==> config.mk <==
export PLATFORM = sky130hd
export DESIGN_NAME = mfpp_ram
export DESIGN_NICKNAME = d
export VERILOG_FILES = /design/src/hw/rtl/mfpp_ram.sv
export SDC_FILE = /design/constraint.sdc
export NUM_CORES = 1
export LEC_CHECK = 0
export ABC_AREA = 1
export BUFFER_PORTS_ARGS = -buffer_cell sky130_fd_sc_hd__buf_2
export CAP_MARGIN = 20
export CORE_ASPECT_RATIO = 1.4
export CORE_UTILIZATION = 50
export DETAILED_ROUTE_END_ITERATION = 7
export GPL_ROUTABILITY_DRIVEN = 0
export MAX_ROUTING_LAYER = met4
export PLACE_DENSITY_LB_ADDON = 0.15
export SLEW_MARGIN = 20
export SYNTH_ARGS = -nofsm -noshare
export SYNTH_HDL_FRONTEND = slang
export SYNTH_SLANG_ARGS = --single-unit
==> constraint.sdc <==
create_clock -name clock -period 1.7 [get_ports clock]
set_input_delay 0 -clock clock [delete_from_list [all_inputs] [get_ports clock]]
set_output_delay 0 -clock clock [all_outputs]
set_load 0.01 [all_outputs]
==> src/hw/rtl/mfpp_ram.sv <==
// Generic single-clock RAM, one write port and one registered read port.
module mfpp_ram #(
   parameter int WIDTH = 8,
   parameter int DEPTH = 16
) (
   input  logic                     clock,
   input  logic                     wr_en,
   input  logic [$clog2(DEPTH)-1:0] wr_addr,
   input  logic [WIDTH-1:0]         wr_data,
   input  logic                     rd_en,
   input  logic [$clog2(DEPTH)-1:0] rd_addr,
   output logic [WIDTH-1:0]         rd_data
);

   logic [WIDTH-1:0] mem [DEPTH];
   logic [WIDTH-1:0] rd_data_ff;

   always_ff @(posedge clock) begin
      if (wr_en) begin
         mem[wr_addr] <= wr_data;
      end
      if (rd_en) begin
         rd_data_ff <= mem[rd_addr];
      end
   end

   assign rd_data = rd_data_ff;

endmodule

==> qor.csv <==
metric,value,unit
Hold Path Class,in2reg,
row count,46,
mux cell area share after synthesis,0,%
Gate Count Post-Synth,551,
post-synthesis cell type count,11,
initial antenna violation count,0,
worst-skew pair later-pin latency,0.41,ns
CTS Buffer Depth,2,
dpl ws,0.481,ns
clock-pin slew on the worst setup and hold paths,0.06,ns
vias per inst,5.12,
Synth area leaders,"edfxtp_1 (70%), nand2_1 (11%), nand3_1 (8.3%), inv_1 (6.4%), buf_6 (1.2%)",
CTS buffer count,17,
Post-DRT Antenna Nets,0,
multi-input logic area,0.00121,sq mm
top-count cell post-synth,nand2_1,
DRC viols,0,
drt first pass iters,5,
number of max-capacitance violations reported,0,
post-detail-place hpwl,8050,microns
part of the power in combinational logic,5.8,%
Fin Clk Skew,0.00709,ns
Setup CP Type,reg2reg,
Mapped Area,0.00585,sq mm
Worst VDD drop,0.691,mV
"Async S/R FF share, synth",0,%
type of origin of the critical path,flop,
Post-Syn Nets,570,
Final nets,616,
final cell count without fillers,754,
clock share of power,46.8,%
Yosys top cell area share,69.8,%
post-synthesis register bit count,136,
final worst setup slack,0.548,ns
largest family of logic cells by synthesized area,simple AND/OR/NAND/NOR gates,
cts repair resizes,0,
Fillers,954,
Yosys warnings,0,
gr usage total,23.8,%
PortBufs,26,
first-pass GRT wire length,19900,microns
Slew Limit Fails,0,
Reg power frac,47.4,%
Area Overhead vs Synth,16.6,%
sequential cell area fraction in the yosys report,69.8,%
share of cells above drive strength 1,13.3,%
Crit path required time,1.87,ns
Initial Utilization,51.6,%
clock sinks,136,
Worst Tran Pin Value,0.596,ns
Tcrit/Tclk final,67.8,%
Achievable Freq,868,MHz
Crit-path slowest cell,edfxtp_1,
diodes inserted,0,
WP data arrival,1.32,ns
Sw Share,20.8,%
R2R Path Start,mem[4][3],
leakage,2.96,nW
Post-synth top flop,edfxtp_1,
Sw Pwr,1.67,mW
cell with the most instances on the worst path,nand3_1,
Synth Area in Compound Gates,0,%
Synth Area per Inst,10.6,sq um
unrepaired setup endpoints after global routing,false,
Commonest cells post-synth,"nand2_1 (173), edfxtp_1 (136), inv_1 (100)",
Crit Path Max Fanout,1,
initial DRC count,302,
Fin. Hold Viols,0,
Post-CTS Setup Bufs,0,
CP Launch Point,mem[4][3],
CTS H-Tree Depth,4,
setup TNS after final layout,0,ns
R2R Setup Slk,0.55,ns
cell accounting for the most synthesized area,edfxtp_1,
xor/xnor share of the synthesized area,0,%
CP endpoint kind,flop,
P per Cell Area,1180,mW/mm^2
Die Span X,93.4,microns
root buffer cell,clkbuf_16,
Max-Slew Margin vs Limit,60.2,%
Slowest Stage Delay on Critical Path,0.36,ns
final core occ,60.1,%
via count,3858,
Int Power,6.34,mW
Avg WL per Cell,16.9,microns
final setup violation count,0,
CTS tree,done,
run status,"complete, no violations",
time the worst path needs with I/O delays and setup,1.15,ns
Adder-Cell Fraction of Synth Area,0,%
vias in the first global route,3670,
Simple-Gate Fraction of Synth Area,20.8,%
Reg area,0.00408,sq mm
Die ar.,0.0121,sq mm
die span in y,130,microns
number of synthesized flops with an enable pin,136,
core box area,0.0113,sq mm
I/O Pins,27,
CP Cell Sequence,inv_1 -> nand2_1 -> nand3_1 -> nand3_1 -> nand3_1 -> nand2_1,
largest net degree at the start of global routing,47,
Inst Count DP,720,
WL final,12700,microns
Overflow after GRT,0,
Hold Startpoint,wr_data[7],
## layout by cell type (no fill, tap or decap), drive strengths merged, types with 3 or more instances in the layout
| master | synthesis | routed |
|---|---|---|
| clkbuf | 0 | 17 |
| clkinv | 0 | 8 |
| nand3 | 97 | 97 |
| bufinv | 0 | 4 |
| nor2 | 17 | 17 |
| edfxtp | 136 | 136 |
| inv | 102 | 102 |
| clkinvlp | 0 | 3 |
| buf | 24 | 49 |
| nand2 | 173 | 173 |
## critical path, delay by kind of cell, from the launching register on
family / cells / cell delay, ns
and+or+nand+nor: 5 / 0.48
DFF: 1 / 0.36
buffers and inverters: 1 / 0.07
## power groups by stage
stage	clock, mW	sequential (mW)	combinational, mW
2_1_floorplan	0	3.87	0.265
3_3_place_gp	0	3.87	0.455
3_5_place_dp	0	3.87	0.460
4_1_cts	3.79	3.80	0.468
5_1_grt	3.93	3.80	0.519
6_report	3.75	3.80	0.465
## kinds of logic after synthesis
logic type             Yosys count
and+or+nand+nor                289
buffers and inverters          126
DFF                            136
## layout make-up
type	count	share of cell area, %
clock buffer	17	6.24
clock inverter	15	2.70
inverter	102	5.62
multi-input combinational	289	17.8
sequential	136	59.9
tap	144	2.64
timing repair buffer	51	5.10
## per-layer routing
metal  GRT usage [%]  wire (microns)  vias up
met5               -               0        -
met4            9.86             271        0
met3            5.89             782       23
met2            37.6            6310      145
met1            29.3            5350     1817
li1                -               -     1873
## worst paths after layout
check / endpoint / cells past startpoint
worst max-delay path: rd_data[3] / 6
worst min-delay path: mem[10][7] / 1
worst max register to register: rd_data[3] / 6
worst min register to register: rd_data[6] / 6
## registers in the layout, summed over array words and instances, names as in the netlist
signal,flops
mem,128
rd_data,8
## metrics by stage
| step | hold slack, ns | total power, mW | instance area [sq um] |
|---|---|---|---|
| after floorplan | 0.0989 | 4.14 | 5850 |
| after global placement | 0.367 | 4.32 | 6190 |
| after detailed placement | 0.366 | 4.33 | 6190 |
| after CTS | 0.00370 | 8.06 | 6820 |
| after global routing | 0.0153 | 8.25 | 6820 |
| final | 0.00748 | 8.01 | 6820 |
## timing repair
item | in CTS | in global routing
hold endpoints to repair | 24 | 0
hold buffers | 2 | 0
endpoints found under the setup margin | 0 | 0
No activity file was read; power rests on OpenSTA's default activity.
